--- src/sv/rdstxt_pkg.sv ---
package rdstxt_pkg;

    localparam int CHAR_W      = 7;
    localparam int BYTE_W      = 8;
    localparam int MAX_CHARS   = 3;
    localparam int CNT_W       = 2;
    localparam int QUEUE_DEPTH = 2;

    // Printable pass-through range.
    localparam logic [BYTE_W-1:0] PRINT_LO = 8'h20;
    localparam logic [BYTE_W-1:0] PRINT_HI = 8'h7D;

    // Code-table selector bytes.
    localparam logic [BYTE_W-1:0] SEL_TAB0 = 8'h0F;
    localparam logic [BYTE_W-1:0] SEL_TAB1 = 8'h0E;
    localparam logic [BYTE_W-1:0] SEL_ESC  = 8'h1B;
    localparam logic [BYTE_W-1:0] SEL_ESC2 = 8'h6E;

    // Expanding codes.
    localparam logic [BYTE_W-1:0] CODE_SZ  = 8'h8D;
    localparam logic [BYTE_W-1:0] CODE_AE  = 8'h91;
    localparam logic [BYTE_W-1:0] CODE_OE  = 8'h97;
    localparam logic [BYTE_W-1:0] CODE_UE  = 8'h99;
    localparam logic [BYTE_W-1:0] CODE_CAE = 8'hD1;
    localparam logic [BYTE_W-1:0] CODE_COE = 8'hD7;
    localparam logic [BYTE_W-1:0] CODE_CUE = 8'hD9;

    localparam logic [CHAR_W-1:0] CH_QUEST = 7'h3F;
    localparam logic [CHAR_W-1:0] CH_LC_S  = 7'h73;
    localparam logic [CHAR_W-1:0] CH_LC_A  = 7'h61;
    localparam logic [CHAR_W-1:0] CH_LC_O  = 7'h6F;
    localparam logic [CHAR_W-1:0] CH_LC_U  = 7'h75;
    localparam logic [CHAR_W-1:0] CH_LC_E  = 7'h65;
    localparam logic [CHAR_W-1:0] CH_UC_A  = 7'h41;
    localparam logic [CHAR_W-1:0] CH_UC_O  = 7'h4F;
    localparam logic [CHAR_W-1:0] CH_UC_U  = 7'h55;

    // One decoded input byte: up to three characters, oldest in slot 0.
    typedef struct packed {
        logic [CNT_W-1:0]                    count;
        logic [MAX_CHARS-1:0][CHAR_W-1:0]    chars;
    } char_cmd_t;

    typedef struct packed {
        logic table_sel;
        logic held_valid;
    } front_status_t;

endpackage

--- src/sv/rdstxt_front.sv ---
module rdstxt_front
(
    input  logic                              clk,
    input  logic                              rst_n,
    input  logic                              accept,
    input  logic [rdstxt_pkg::BYTE_W-1:0]     char_byte,
    input  logic                              string_end,
    output logic                              cmd_valid,
    output rdstxt_pkg::char_cmd_t             cmd,
    output rdstxt_pkg::front_status_t         status
);

    logic                            table_sel_reg;
    logic                            table_sel_next;
    logic [rdstxt_pkg::BYTE_W-1:0]   held_escape_reg;
    logic [rdstxt_pkg::BYTE_W-1:0]   held_escape_next;
    logic                            held_valid_reg;
    logic                            held_valid_next;

    logic                            pair_hit;
    logic                            pair_tab;
    logic                            prefix;
    logic                            use_plain;
    logic                            hold;
    logic [rdstxt_pkg::CNT_W-1:0]    plain_n;
    logic [rdstxt_pkg::CHAR_W-1:0]   p0;
    logic [rdstxt_pkg::CHAR_W-1:0]   p1;
    logic [rdstxt_pkg::CNT_W-1:0]    total_n;

    always_comb
    begin
        pair_hit = 1'b0;
        pair_tab = table_sel_reg;
        if (held_valid_reg)
        begin
            if (held_escape_reg == rdstxt_pkg::SEL_TAB0 && char_byte == rdstxt_pkg::SEL_TAB0)
            begin
                pair_hit = 1'b1;
                pair_tab = 1'b0;
            end
            else if (held_escape_reg == rdstxt_pkg::SEL_TAB1
                     && char_byte == rdstxt_pkg::SEL_TAB1)
            begin
                pair_hit = 1'b1;
                pair_tab = 1'b1;
            end
            else if (held_escape_reg == rdstxt_pkg::SEL_ESC
                     && char_byte == rdstxt_pkg::SEL_ESC2)
            begin
                pair_hit = 1'b1;
                pair_tab = 1'b1;
            end
        end
        prefix    = held_valid_reg && !pair_hit;
        use_plain = !pair_hit;
    end

    // Classification of the byte as if nothing were held.
    always_comb
    begin
        hold    = 1'b0;
        plain_n = 2'd1;
        p0      = rdstxt_pkg::CH_QUEST;
        p1      = rdstxt_pkg::CH_QUEST;
        if (char_byte >= rdstxt_pkg::PRINT_LO && char_byte <= rdstxt_pkg::PRINT_HI)
        begin
            p0 = char_byte[rdstxt_pkg::CHAR_W-1:0];
        end
        else if (char_byte inside {rdstxt_pkg::SEL_TAB0, rdstxt_pkg::SEL_TAB1,
                                   rdstxt_pkg::SEL_ESC} && !string_end)
        begin
            hold    = 1'b1;
            plain_n = 2'd0;
        end
        else
        begin
            case (char_byte)
                rdstxt_pkg::CODE_SZ:
                begin
                    plain_n = 2'd2; p0 = rdstxt_pkg::CH_LC_S; p1 = rdstxt_pkg::CH_LC_S;
                end
                rdstxt_pkg::CODE_AE:
                begin
                    plain_n = 2'd2; p0 = rdstxt_pkg::CH_LC_A; p1 = rdstxt_pkg::CH_LC_E;
                end
                rdstxt_pkg::CODE_OE:
                begin
                    plain_n = 2'd2; p0 = rdstxt_pkg::CH_LC_O; p1 = rdstxt_pkg::CH_LC_E;
                end
                rdstxt_pkg::CODE_UE:
                begin
                    plain_n = 2'd2; p0 = rdstxt_pkg::CH_LC_U; p1 = rdstxt_pkg::CH_LC_E;
                end
                rdstxt_pkg::CODE_CAE:
                begin
                    if (!table_sel_reg)
                    begin
                        plain_n = 2'd2; p0 = rdstxt_pkg::CH_UC_A; p1 = rdstxt_pkg::CH_LC_E;
                    end
                end
                rdstxt_pkg::CODE_COE:
                begin
                    if (!table_sel_reg)
                    begin
                        plain_n = 2'd2; p0 = rdstxt_pkg::CH_UC_O; p1 = rdstxt_pkg::CH_LC_E;
                    end
                end
                rdstxt_pkg::CODE_CUE:
                begin
                    if (!table_sel_reg)
                    begin
                        plain_n = 2'd2; p0 = rdstxt_pkg::CH_UC_U; p1 = rdstxt_pkg::CH_LC_E;
                    end
                end
                default:
                begin
                    plain_n = 2'd1;
                end
            endcase
        end
    end

    // A held byte that found no partner becomes a leading '?'.
    always_comb
    begin
        total_n = {1'b0, prefix} + (use_plain ? plain_n : 2'd0);
        cmd.count = total_n;
        if (prefix)
        begin
            cmd.chars[0] = rdstxt_pkg::CH_QUEST;
            cmd.chars[1] = p0;
            cmd.chars[2] = p1;
        end
        else
        begin
            cmd.chars[0] = p0;
            cmd.chars[1] = p1;
            cmd.chars[2] = rdstxt_pkg::CH_QUEST;
        end
        cmd_valid = accept && (total_n != 2'd0);
    end

    always_comb
    begin
        table_sel_next   = table_sel_reg;
        held_escape_next = held_escape_reg;
        held_valid_next  = held_valid_reg;
        if (accept)
        begin
            if (string_end)
            begin
                table_sel_next   = 1'b0;
                held_escape_next = '0;
                held_valid_next  = 1'b0;
            end
            else
            begin
                table_sel_next  = pair_tab;
                held_valid_next = use_plain && hold;
                if (use_plain && hold)
                begin
                    held_escape_next = char_byte;
                end
            end
        end
    end

    always_ff @(posedge clk or negedge rst_n)
    begin
        if (!rst_n)
        begin
            table_sel_reg   <= 1'b0;
            held_escape_reg <= '0;
            held_valid_reg  <= 1'b0;
        end
        else
        begin
            table_sel_reg   <= table_sel_next;
            held_escape_reg <= held_escape_next;
            held_valid_reg  <= held_valid_next;
        end
    end

    assign status.table_sel  = table_sel_reg;
    assign status.held_valid = held_valid_reg;

endmodule

--- src/sv/rdstxt_queue.sv ---
module rdstxt_queue
#(
    parameter int DEPTH = rdstxt_pkg::QUEUE_DEPTH
)
(
    input  logic                      clk,
    input  logic                      rst_n,
    input  logic                      wr_en,
    input  rdstxt_pkg::char_cmd_t     wr_data,
    input  logic                      rd_en,
    output rdstxt_pkg::char_cmd_t     rd_data,
    output logic                      full,
    output logic                      empty
);

    localparam int PTR_W = (DEPTH > 1) ? $clog2(DEPTH) : 1;
    localparam int CNT_W = $clog2(DEPTH + 1);

    rdstxt_pkg::char_cmd_t   entries_reg [DEPTH];
    logic [PTR_W-1:0]        wr_ptr_reg;
    logic [PTR_W-1:0]        wr_ptr_next;
    logic [PTR_W-1:0]        rd_ptr_reg;
    logic [PTR_W-1:0]        rd_ptr_next;
    logic [CNT_W-1:0]        count_reg;
    logic [CNT_W-1:0]        count_next;
    logic                    do_wr;
    logic                    do_rd;

    assign full  = (count_reg == CNT_W'(DEPTH));
    assign empty = (count_reg == '0);
    assign do_wr = wr_en && !full;
    assign do_rd = rd_en && !empty;
    assign rd_data = entries_reg[rd_ptr_reg];

    always_comb
    begin
        wr_ptr_next = wr_ptr_reg;
        rd_ptr_next = rd_ptr_reg;
        count_next  = count_reg;
        if (do_wr)
        begin
            wr_ptr_next = (wr_ptr_reg == PTR_W'(DEPTH - 1)) ? '0 : wr_ptr_reg + 1'b1;
        end
        if (do_rd)
        begin
            rd_ptr_next = (rd_ptr_reg == PTR_W'(DEPTH - 1)) ? '0 : rd_ptr_reg + 1'b1;
        end
        if (do_wr && !do_rd)
        begin
            count_next = count_reg + 1'b1;
        end
        else if (do_rd && !do_wr)
        begin
            count_next = count_reg - 1'b1;
        end
    end

    always_ff @(posedge clk or negedge rst_n)
    begin
        if (!rst_n)
        begin
            wr_ptr_reg <= '0;
            rd_ptr_reg <= '0;
            count_reg  <= '0;
        end
        else
        begin
            wr_ptr_reg <= wr_ptr_next;
            rd_ptr_reg <= rd_ptr_next;
            count_reg  <= count_next;
        end
    end

    always_ff @(posedge clk)
    begin
        if (do_wr)
        begin
            entries_reg[wr_ptr_reg] <= wr_data;
        end
    end

endmodule

--- src/sv/rdstxt_back.sv ---
module rdstxt_back
(
    input  logic                              clk,
    input  logic                              rst_n,
    input  logic                              head_valid,
    input  rdstxt_pkg::char_cmd_t             head,
    output logic                              head_done,
    output logic                              empty,
    input  logic                              pop,
    output logic [rdstxt_pkg::CHAR_W-1:0]     out_char,
    output logic                              run_last
);

    logic [rdstxt_pkg::CNT_W-1:0] idx_reg;
    logic [rdstxt_pkg::CNT_W-1:0] idx_next;
    logic                         take;

    assign empty    = !head_valid;
    assign run_last = (idx_reg == head.count - 1'b1);
    assign take     = pop && head_valid;
    // The queue entry retires with the beat of its last character.
    assign head_done = take && run_last;

    always_comb
    begin
        case (idx_reg)
            2'd0:    out_char = head.chars[0];
            2'd1:    out_char = head.chars[1];
            2'd2:    out_char = head.chars[2];
            default: out_char = rdstxt_pkg::CH_QUEST;
        endcase
    end

    always_comb
    begin
        idx_next = idx_reg;
        if (take)
        begin
            idx_next = run_last ? '0 : idx_reg + 1'b1;
        end
    end

    always_ff @(posedge clk or negedge rst_n)
    begin
        if (!rst_n)
        begin
            idx_reg <= '0;
        end
        else
        begin
            idx_reg <= idx_next;
        end
    end

endmodule

--- src/sv/rds_text_to_ascii_transliterator.sv ---
// Broadcast text to display character converter.
//
// Input channel: char_byte with string_end is one beat, taken when push is
// high and full is low. Output channel: out_char with run_last is the oldest
// waiting character while empty is low; it is taken when pop is high.
// run_last marks the final character produced by one input byte.
//
// One input byte yields zero to three characters. A byte is decoded in the
// cycle it is taken and its characters are written into a small command
// queue. The output side drains one character per cycle while pop is high,
// and the input side keeps taking bytes back to back while the queue has room
// (QUEUE_DEPTH decoded bytes).
//
// Reset selects code table 0, drops any held selector byte and empties the
// queue. When the receiver stalls, characters wait in the queue and full
// rises once it fills; nothing is lost.
module rds_text_to_ascii_transliterator
#(
    parameter int QUEUE_DEPTH = rdstxt_pkg::QUEUE_DEPTH
)
(
    input  logic                              clk,
    input  logic                              rst_n,
    input  logic                              push,
    output logic                              full,
    input  logic [rdstxt_pkg::BYTE_W-1:0]     char_byte,
    input  logic                              string_end,
    output logic                              empty,
    input  logic                              pop,
    output logic [rdstxt_pkg::CHAR_W-1:0]     out_char,
    output logic                              run_last
);

    logic                         accept;
    logic                         cmd_valid;
    rdstxt_pkg::char_cmd_t        cmd;
    rdstxt_pkg::char_cmd_t        head;
    rdstxt_pkg::front_status_t    status;
    logic                         q_empty;
    logic                         head_done;

    assign accept = push && !full;

    rdstxt_front u_front
    (
        .clk        (clk),
        .rst_n      (rst_n),
        .accept     (accept),
        .char_byte  (char_byte),
        .string_end (string_end),
        .cmd_valid  (cmd_valid),
        .cmd        (cmd),
        .status     (status)
    );

    rdstxt_queue
    #(
        .DEPTH (QUEUE_DEPTH)
    )
    u_queue
    (
        .clk     (clk),
        .rst_n   (rst_n),
        .wr_en   (cmd_valid),
        .wr_data (cmd),
        .rd_en   (head_done),
        .rd_data (head),
        .full    (full),
        .empty   (q_empty)
    );

    rdstxt_back u_back
    (
        .clk        (clk),
        .rst_n      (rst_n),
        .head_valid (!q_empty),
        .head       (head),
        .head_done  (head_done),
        .empty      (empty),
        .pop        (pop),
        .out_char   (out_char),
        .run_last   (run_last)
    );

`ifndef SYNTH
    a_char_printable: assert property (@(posedge clk) disable iff (!rst_n)
        !empty |-> (out_char >= 7'h20 && out_char <= 7'h7D))
        else $error("output character outside the printable range");

    a_end_clears: assert property (@(posedge clk) disable iff (!rst_n)
        (accept && string_end) |=> (!status.table_sel && !status.held_valid))
        else $error("table or held byte survived the end of a string");

    a_printable_emits: assert property (@(posedge clk) disable iff (!rst_n)
        (accept && !status.held_valid && char_byte >= 8'h20 && char_byte <= 8'h7D)
            |=> !empty)
        else $error("printable byte produced no character");
`endif

endmodule

--- config.mk ---
export PLATFORM = sky130hd
export DESIGN_NAME = rds_text_to_ascii_transliterator
export DESIGN_NICKNAME = d
export VERILOG_FILES = /design/src/sv/rdstxt_pkg.sv /design/src/sv/rdstxt_front.sv /design/src/sv/rdstxt_queue.sv /design/src/sv/rdstxt_back.sv /design/src/sv/rds_text_to_ascii_transliterator.sv
export SDC_FILE = /design/constraint.sdc
export NUM_CORES = 1
export LEC_CHECK = 0
export BUFFER_PORTS_ARGS = -buffer_cell sky130_fd_sc_hd__buf_2
export CAP_MARGIN = 15
export CORE_ASPECT_RATIO = 1.5
export CORE_MARGIN = 2
export CORE_UTILIZATION = 40
export CTS_BUF_LIST = sky130_fd_sc_hd__clkbuf_4 sky130_fd_sc_hd__clkbuf_8
export CTS_CLUSTER_SIZE = 16
export DETAILED_ROUTE_END_ITERATION = 7
export PLACE_DENSITY_LB_ADDON = 0.25
export SYNTH_ARGS = -nofsm -noshare
export SYNTH_HDL_FRONTEND = slang
export SYNTH_SLANG_ARGS = --single-unit
export TNS_END_PERCENT = 20
--- constraint.sdc ---
create_clock -name clk -period 3.8 [get_ports clk]
set_clock_uncertainty 0.1 [all_clocks]
set_input_delay 0.57 -clock clk [delete_from_list [all_inputs] [get_ports clk]]
set_output_delay 0.57 -clock clk [all_outputs]
set_load 0.03 [all_outputs]
## Word level (Yosys, flattened, before mapping)

Memories as Yosys holds them, arrays and structs flattened.
Cells that the tools add are included.

- Memories kept: 1
- Bits of input ports: 13
- Logic and storage cells: 107
- Flip-flop bits (word level): 16
- Output and inout bits: 10
- Memory bits (writable): 46

- Order comparisons: 2
- Add/subtract/negate cells: 7
- Reduce and logical (&&, ||, !) cells: 34
- Mux-type cells: 38
- Equal/unequal tests: 18

Memory list:

| name | words | bits a word | read ports | clocked after memory_dff | write ports | line | text |
|---|---|---|---|---|---|---|---|
| u_queue.entries_reg | 2 | 23 | 1 | 0 | 1 | rdstxt_queue.sv:19 | `rdstxt_pkg::char_cmd_t entries_reg [DEPTH];` |

Operators by type and width:

| operator | count |
|---|---|
| == test 8 bit, second input constant | 7 |
| 2-to-1 mux 7 bit | 8 |
| case mux 7 bit (7 select lines) | 1 |
| case mux 7 bit (3 select lines) | 2 |
| == test 8 x 4 -> 1 bit, second input constant | 4 |
| 2-to-1 mux 21 bit | 1 |
| == test 8 x 5 -> 1 bit, second input constant | 2 |
| 2-to-1 mux 1 bit | 16 |
| 2-to-1 mux 8 bit | 2 |
| logical AND 1 bit | 15 |
| 2-to-1 mux 2 bit | 7 |
| == test 8 x 7 -> 1 bit, second input constant | 1 |
| greater-or-equal comparator 8 x 6 -> 1 bit, second input constant | 1 |
| <= comparator 8 x 7 -> 1 bit, second input constant | 1 |
| nonzero test 2 bit | 4 |
| zero test 1 bit | 6 |
| OR reduction 3 bit | 2 |
| adder 2 x 1 -> 2 bit, second input constant | 2 |
| == test 2 bit, second input constant | 2 |
| zero test 2 bit | 2 |
| case mux 2 bit (2 select lines) | 1 |
| nonzero test 4 bit | 1 |
| OR reduction 4 bit | 1 |
| subtractor 2 x 1 -> 2 bit, second input constant | 2 |
| other kinds (7) | 8 |

## Logic depth before layout (Yosys ltp)

Gate-level depths: netlist (run 1).

- Word-level depth: 16
- Gate-level depth with buffers: 13
- Gate-level depth less buffers: 12

## Modules after synthesis

A second synthesis (run 1) with hierarchy kept.

- Cells, all modules: 269
- Area total of the unflattened synthesis: 3321.9 µm²

By module, submodules not included:

| module | times used | seq. area each (µm²) | area each (µm²) | cells an instance |
|---|---|---|---|---|
| rdstxt_queue | 1 | 1481.4 | 1959.4 | 91 |
| rdstxt_front | 1 | 250.2 | 999.7 | 131 |
| rdstxt_back | 1 | 50.0 | 345.3 | 45 |
| rds_text_to_ascii_transliterator | 1 | 0.0 | 17.5 | 2 |

## Least setup slack after synthesis (run 1)

No wires, ideal clock.

- Path type: input to register
- From: input port char_byte[1] (netlist bit)
- To: memory u_queue.entries_reg[1][0] (netlist bit), enable pin
- Data required time: 3.325 ns
- Setup time: 0.375 ns
- Stages: 8
- Buffers on the path: 1
- Data arrival time: 2.627 ns
- Slack: 0.698 ns
- Cells stage by stage: clkbuf_2 > nor2b_1 > nand4_1 > a211oi_2 > nor2_1 > ha_1 > xnor2_1 > o211a_1

RTL lines:

| item | line | text |
|---|---|---|
| from (decl) | rds_text_to_ascii_transliterator.sv:26 | `input logic [rdstxt_pkg::BYTE_W-1:0] char_byte,` |
| to (decl) | rdstxt_queue.sv:19 |  |

## Final worst setup path (run 1)

- From: input port char_byte[6] (netlist bit)
- To: memory u_queue.entries_reg[0][1] (netlist bit), enable pin

- Cells in the longest elaborated chain, start to end: 14
- Elaborated cells between the ends (all ways): 37
- Those cells by class: add/sub (1); order compare (2); eq/ne (11); mux (10); reduce/logical (13)

RTL lines:

| item | line | text |
|---|---|---|
| branches (longest 8 deep; another with == test 8 bit) | - |  |
| adder 1 x 2 -> 2 bit (*) | rdstxt_front.sv:126 | `total_n = {1'b0, prefix} + (use_plain ? plain_n : 2'd0);` |
| nonzero test 2 bit (*) | rdstxt_front.sv:140 | `cmd_valid = accept && (total_n != 2'd0);` |
| logical AND 1 bit (*) | rdstxt_front.sv:140 |  |
| logical AND 1 bit (*) | rdstxt_queue.sv:31 | `assign do_wr = wr_en && !full;` |
| 2-to-1 mux 1 bit (*) | rdstxt_queue.sv:76 | `if (do_wr)` |
| 2-to-1 mux 1 bit (implied by the code) (*) | rdstxt_queue.sv:78 | `entries_reg[wr_ptr_reg] <= wr_data;` |

Mark *: on every way between the ends.

==> qor.tcl, run 1 <==
set qor(status) {complete, no violations}
set qor(timing.setup.critical_path_class) {in2reg}
set qor(synth_area_leaders) {sky130_fd_sc_hd__edfxtp_1 (41%), sky130_fd_sc_hd__dfrtp_1 (14%), sky130_fd_sc_hd__nand2_1 (3.7%)}
set qor(die_h_um) 109
set qor(hold-worst-slack_ps) 61.3
set qor(synthesis.yosys.warnings) 0
set qor(remaining_number_of_nets_flagged_by_the_antenna_check_after_routing) 0
set qor(grt_pass1_vias) 1938
set qor(timing.critical_path.required_ps) 3650
set qor(synthFlopType) {sky130_fd_sc_hd__edfxtp_1}
set qor(clockRootBuffer) {sky130_fd_sc_hd__clkbuf_8}
set qor(synth_compound_gate_area_share_pct) 13.3
set qor(synth_top_family_by_area) {simple AND/OR/NAND/NOR gates}
set qor(synth_edf_count) 40
set qor(antenna_cells) 0
set qor(synth_instances) 246
set qor(routed_wire_length_per_instance_um) 16.1
set qor(final_layout_size_suffix_gt1_share_pct) 20.5
set qor(total_leakage_power_nw) 1.22
set qor(viasPerCell) 5.59
set qor(via_count) 1946
set qor(maximum_number_of_pins_on_one_net_before_global_route_repair) 21
set qor(netlist.top_cell.by_area) {sky130_fd_sc_hd__edfxtp_1}
set qor(grt_remaining_overflow) 0
set qor(tightest_pin_transition_ps) 717
set qor(crit_path_end_kind) {register}
set qor(synth.top_cell.area_share_pct) 41.2
set qor(syn_avg_cell_area_sq_um) 11.9
set qor(netlist_area_sq_um) 2920
set qor(post-route-min-period_ps) 3000
set qor(chipWidth_um) 73.7
set qor(ys_async_sr_fraction_pct) 28.6
set qor(finalWeightedCongestion) 0.862
set qor(p_per_area_nw_per_um2) 635
set qor(yosys.area_share.xor_xnor_pct) 2.10
set qor(fin_tns_setup_ps) 0
set qor(initialDrtViolationCount) 150
set qor(crit_chain) {buf_2 > nor4b_1 > nand4b_1 > a211oi_2 > nor2_1 > ha_1 > nor3_1 > mux2_4 > a31o_2}
set qor(clock_slew_at_reported_path_ffs_ps) 90
set qor(clock-sinks) 56
set qor(postLayoutSetupSlackWorst_ps) 796
set qor(final_nets) 286
set qor(io_buffer_count) 22
set qor(floorplan.core_area_sq_um) 7130
set qor(timing_hold_violations_final) 0
set qor(grt_setup_unrepaired) {no}
set qor(fmax_ghz) 0.333
set qor(worstHoldPathType) {in2async}
set qor(syn_to_final_growth_pct) 10.0
set qor(pre_cts_slack_ps) 463
set qor(muxShareOfSynthArea_pct) 7.08
set qor(setup-violations-final) 0
set qor(synth.most_common_cell) {sky130_fd_sc_hd__edfxtp_1}
set qor(total_power_mw) 2.04
set qor(wire_length_of_the_first_global_routing_pass_um) 9480
set qor(detailedRoute.firstPassIterationCount) 4
set qor(timing.critical_path.slowest_cell_delay_ps) 420
set qor(netlist-cell-type-count) 61
set qor(syn-num-nets) 265
set qor(synth-adder-area-share_pct) 2.58
set qor(cp.arrival_ps) 2850
set qor(drcViolationCount) 0
set qor(antenna_violations_before_repair) 0
set qor(synth_simple_gate_area_share_pct) 16.5
set qor(h-tree-depth) 2
set qor(critical_path.startpoint_type) {input pin}
set qor(crit_path_top_delay_cell) {sky130_fd_sc_hd__nor4b_1}
set qor(ys_seq_elements) 56
set qor(report.final.slew_viol_count) 0
set qor(slew-limit-headroom_pct) 52.2
set qor(critPathMaxFanout) 20
set qor(max_cap_viol_count) 0
set qor(cts_setup_buffers) 0
set qor(ys_top_cells_by_count) {sky130_fd_sc_hd__edfxtp_1 (40), sky130_fd_sc_hd__nand2_1 (29), sky130_fd_sc_hd__dfrtp_1 (16), sky130_fd_sc_hd__inv_1 (10)}
set qor(insertion_delay_ps) 310
set qor(grt_use_total_pct) 15.5
set qor(portion_of_the_clock_cycle_consumed_by_the_worst_path_in_the_final_layout_pct) 79.1
set qor(maximum_buffer_depth_of_the_clock_tree) 2
set qor(die_area_sq_um) 8000
set qor(initial_core_util_pct) 40.9
set qor(wirelength_um) 5610
set qor(cts_repair_resize_count) 0
set qor(detailed_place_hpwl_um) 4220
set qor(cts_hold_buffers) 0
set qor(cts_buffers) 5
set qor(sequential_cell_area_fraction_in_the_yosys_report_pct) 54.9
set qor(io_pins) 23
set qor(irDropWorstVdd_v) 0.000280
set qor(cts_tree) {done}
set qor(number_of_flip_flops_under_the_largest_register_name) 40
set qor(rows) 38
[where the power goes]
group,switching (mW),internal [mW],leakage (nW)
Sequential,0.0844,0.769,0.527
Combinational,0.505,0.293,0.633
Clock,0.181,0.203,0.0586
Total,0.771,1.27,1.22
[cell type report]
type	count	area (sq um)
Clock buffer	6	76.3
Clock inverter	2	35.0
Fill cell	670	3930
Inverter	11	41.3
Multi-Input combinational cell	167	1210
Sequential cell	56	1600
Tap cell	80	100
Timing Repair Buffer	26	140
[routing by layer]
layer,GRT usage (%),share of wire [%],up-vias
met5,0,0,-
met1,18.5,42,946
met3,2.98,2.7,8
met4,6.36,2.1,0
li1,-,-,965
met2,26.9,54,27
[cells in the final DEF (no fill, tap or decap), drive strengths merged, types with 6 or more instances in the layout]
cell / n
mux2: 10
dfrtp: 16
ha: 6
a22oi: 6
inv: 11
o21ai: 8
nor2: 10
clkbuf: 6
buf: 26
edfxtp: 40
a21oi: 6
mux2i: 9
nand2: 29
[worst paths after layout]
path / cells past startpoint / end / from / slack (ps)
max: 9 / u_queue.entries_reg[0][1] / char_byte[6] / 800
min: 1 / u_queue.rd_ptr_reg / rst_n / 60
max reg2reg: 8 / u_queue.entries_reg[0][1] / u_front.held_escape_reg[4] / 810
min reg2reg: 1 / u_front.held_escape_reg[1] / u_front.held_escape_reg[1] / 390
max in group asynchronous: 1 / u_front.held_escape_reg[4] / rst_n / 3260
min in group clk: 1 / u_front.held_escape_reg[1] / u_front.held_escape_reg[1] / 390
[critical path, delay by kind of cell]
kind,cells,cell delay [ps]
AND/OR/NAND/NOR,4,910
AO/OA/AOI/OAI,2,760
adder cells (fa/ha/maj),1,270
multiplexers,1,170
buffers and inverters,1,150
[cells by family (layout without fill, tap and decap cells)]
logic type / after synthesis / after routing
flops: 56 / 56
fa+ha+maj: 6 / 6
buf+inv: 23 / 45
xor+xnor: 7 / 7
mux: 19 / 19
compound gates: 53 / 53
simple gates: 82 / 82
[stage by stage]
stage / area (sq um) / std cells / util, %
after global routing: 3210 / 348 / 45.0
after global placement: 3100 / 340 / 43.4
after CTS: 3210 / 348 / 45.0
final: 3210 / 348 / 45.0
after floorplan: 2920 / 246 / -
after detailed placement: 3100 / 340 / 43.4
Note: power is estimated with default switching activity, not from simulation.
==> inputs of run 2 (changes only) <==
==> constraint.sdc (replaced) <==
create_clock -name clk -period 2.7 [get_ports clk]
set_clock_uncertainty 0.1 [all_clocks]
set_input_delay 0.405 -clock clk [delete_from_list [all_inputs] [get_ports clk]]
set_output_delay 0.405 -clock clk [all_outputs]
set_load 0.03 [all_outputs]
==> run 2 against run 1 <==
Against the previous run:
- hold slack improved by 190 ps
- core utilization is 2.9 points higher
- via count increased by 6.2%
- flip-flop and latch count unchanged
- register-to-register slack got worse by 730 ps
- combinational power is 52% higher
- worst setup slack got worse by 710 ps
- largest cell class unchanged
==> qor.tcl, run 2 (same netlist as run 1, synthesis figures left out) <==
set qor(status) {complete, no violations}
set qor(detailedRoute.firstPassIterationCount) 4
set qor(clockRootBuffer) {sky130_fd_sc_hd__clkbuf_8}
set qor(worstHoldPathType) {in2reg}
set qor(pre_cts_slack_ps) -76.8
set qor(tightest_pin_transition_ps) 433
set qor(crit_chain) {or4_4 > a21oi_2 > nand2b_4 > inv_2 > ha_2 > xnor2_2 > o21a_1 > ha_1 > xor2_1 > nor2_1 > xor2_1}
set qor(insertion_delay_ps) 300
set qor(drcViolationCount) 0
set qor(cts_tree) {done}
set qor(grt_pass1_vias) 2131
set qor(path_buf_inv) 1
set qor(detailed_place_hpwl_um) 4400
set qor(via_count) 2067
set qor(crit-reg2reg-capture) {u_queue.count_reg[1]}
set qor(setup-violations-final) 0
set qor(final_nets) 308
set qor(final_common_cell) {sky130_fd_sc_hd__edfxtp_1}
set qor(h-tree-depth) 2
set qor(viasPerCell) 5.59
set qor(rows) 38
set qor(grt_setup_unrepaired) {yes}
set qor(grt_use_total_pct) 15.6
set qor(worstSetupStartpoint) {u_front.held_escape_reg[5]}
set qor(grt_remaining_overflow) 0
set qor(slew-limit-headroom_pct) 70.8
set qor(timing.critical_path.mode_cell) {sky130_fd_sc_hd__xor2_1}
set qor(fmax_ghz) 0.382
set qor(area_of_all_placed_cells_without_fillers_sq_um) 3420
set qor(hold_start) {string_end}
set qor(floorplan.core_area_sq_um) 7130
set qor(number_of_flip_flops_under_the_largest_register_name) 40
set qor(irDropWorstVdd_v) 0.000391
set qor(clock_slew_at_reported_path_ffs_ps) 100
set qor(die_h_um) 109
set qor(wirelength_um) 5790
set qor(r2r.worst_path.cells) 11
set qor(final_util_pct) 47.9
set qor(critPathTopFamily) {simple AND/OR/NAND/NOR gates}
set qor(place_area_sq_um) 3290
set qor(postLayoutSetupSlackWorst_ps) 84.9
set qor(antenna_violations_before_repair) 0
set qor(placed_cells) 360
set qor(cts_buffers) 5
set qor(routed_wire_length_per_instance_um) 15.6
set qor(antenna_cells) 0
set qor(cp.depth) 11
set qor(layout_common_cells) {sky130_fd_sc_hd__edfxtp_1 (40), sky130_fd_sc_hd__nand2_1 (29), sky130_fd_sc_hd__buf_4 (25)}
set qor(maximum_number_of_pins_on_one_net_before_global_route_repair) 21
set qor(critical_path.startpoint_type) {register}
set qor(timing_hold_violations_final) 0
set qor(cp.arrival_ps) 2750
set qor(final_layout_size_suffix_gt1_share_pct) 29.3
set qor(max_cap_viol_count) 0
set qor(crit_path_top_delay_cell) {sky130_fd_sc_hd__or4_4}
set qor(timing.setup.critical_path_class) {reg2reg}
set qor(portion_of_the_clock_cycle_consumed_by_the_worst_path_in_the_final_layout_pct) 96.9
set qor(wire_length_of_the_first_global_routing_pass_um) 9740
set qor(crit_path_end_kind) {register}
set qor(io_pins) 23
set qor(initial_core_util_pct) 40.9
set qor(post-route-min-period_ps) 2620
set qor(maximum_buffer_depth_of_the_clock_tree) 2
set qor(setup.reg_to_reg.worst_slack_ps) 80
set qor(initialDrtViolationCount) 90
set qor(start_of_the_worst_register_to_register_path) {u_front.held_escape_reg[5]}
set qor(worstSetupEndpoint) {u_queue.count_reg[1]}
set qor(clock-sinks) 56
set qor(timing.critical_path.required_ps) 2830
set qor(io_buffer_count) 22
set qor(finalWeightedCongestion) 0.773
set qor(stdcell_count) 370
set qor(die_area_sq_um) 8000
set qor(remaining_number_of_nets_flagged_by_the_antenna_check_after_routing) 0
set qor(timing.critical_path.slowest_cell_delay_ps) 570
set qor(critPathMaxFanout) 4
set qor(p_per_area_nw_per_um2) 829
set qor(chipWidth_um) 73.7
set qor(total_leakage_power_nw) 1.33
set qor(syn_to_final_growth_pct) 17.2
set qor(report.final.slew_viol_count) 0
set qor(fillers) 632
-- run 2: power breakdown --
| group | internal (mW) | switching, mW | total [mW] | leakage (nW) |
|---|---|---|---|---|
| registers | 1.08 | 0.0867 | 1.17 | 0.527 |
| logic | 0.454 | 0.758 | 1.21 | 0.756 |
| clock network | 0.195 | 0.256 | 0.451 | 0.0448 |
-- run 2: how the worst min path moves through the flow --
| stage | to | slack [ps] | cells after the start |
|---|---|---|---|
| after floorplan | u_back.idx_reg[0] | 9 | 0 |
| after global placement | u_front.held_escape_reg[6] | 240 | 1 |
| after detailed placement | u_front.held_escape_reg[6] | 240 | 1 |
| after CTS | u_front.table_sel_reg | 240 | 2 |
| after global routing | u_front.table_sel_reg | 260 | 2 |
| final | u_front.table_sel_reg | 250 | 2 |
-- run 2: timing repair --
action / 4_1_cts / 5_1_grt
pin swaps: 0 / 4
hold buffers: 1 / 0
setup endpoints to repair: 1 / 42
buffers inserted: 0 / 1
gates resized for setup: 1 / 4
hold endpoints to repair: 16 / 0
-- run 2: area by class of cell --
| type | instances | area, sq um | share of cell area, % |
|---|---|---|---|
| multi-input cells | 167 | 1270 | 37.3 |
| repair buffers | 48 | 308 | 9.01 |
| flip-flops and latches | 56 | 1600 | 46.9 |
| well taps | 80 | 100 | 2.93 |
| inverters | 11 | 41.3 | 1.21 |
| clock buffers | 6 | 76.3 | 2.23 |
| clock inverters | 2 | 16.3 | 0.476 |
-- run 2: stage by stage --
stage          TNS, ps  hold WS [ps]  power, mW
2_1_floorplan        0          9.41       2.08
3_3_place_gp     -52.7           239       2.40
3_5_place_dp     -93.5           241       2.42
4_1_cts              0           242       2.87
5_1_grt           -145           255       3.01
6_report             0           255       2.83
-- run 2: metal layers --
layer / vias up / share of wire, % / global-route usage, %
met5: - / 0 / 0
met3: 7 / 2.9 / 1.86
met4: 0 / 1.3 / 4.94
met1: 1017 / 40 / 17.8
li1: 1009 / - / -
met2: 34 / 56 / 29.5
-- run 2: worst register-to-register path: cells and delay by family, from the launching register on --
kind / cells / cell delay (ps)
AO/OA/AOI/OAI: 2 / 330
XOR/XNOR: 3 / 470
adder cells (fa/ha/maj): 2 / 370
buffers and inverters: 1 / 40
flip-flops: 1 / 390
AND/OR/NAND/NOR: 3 / 850
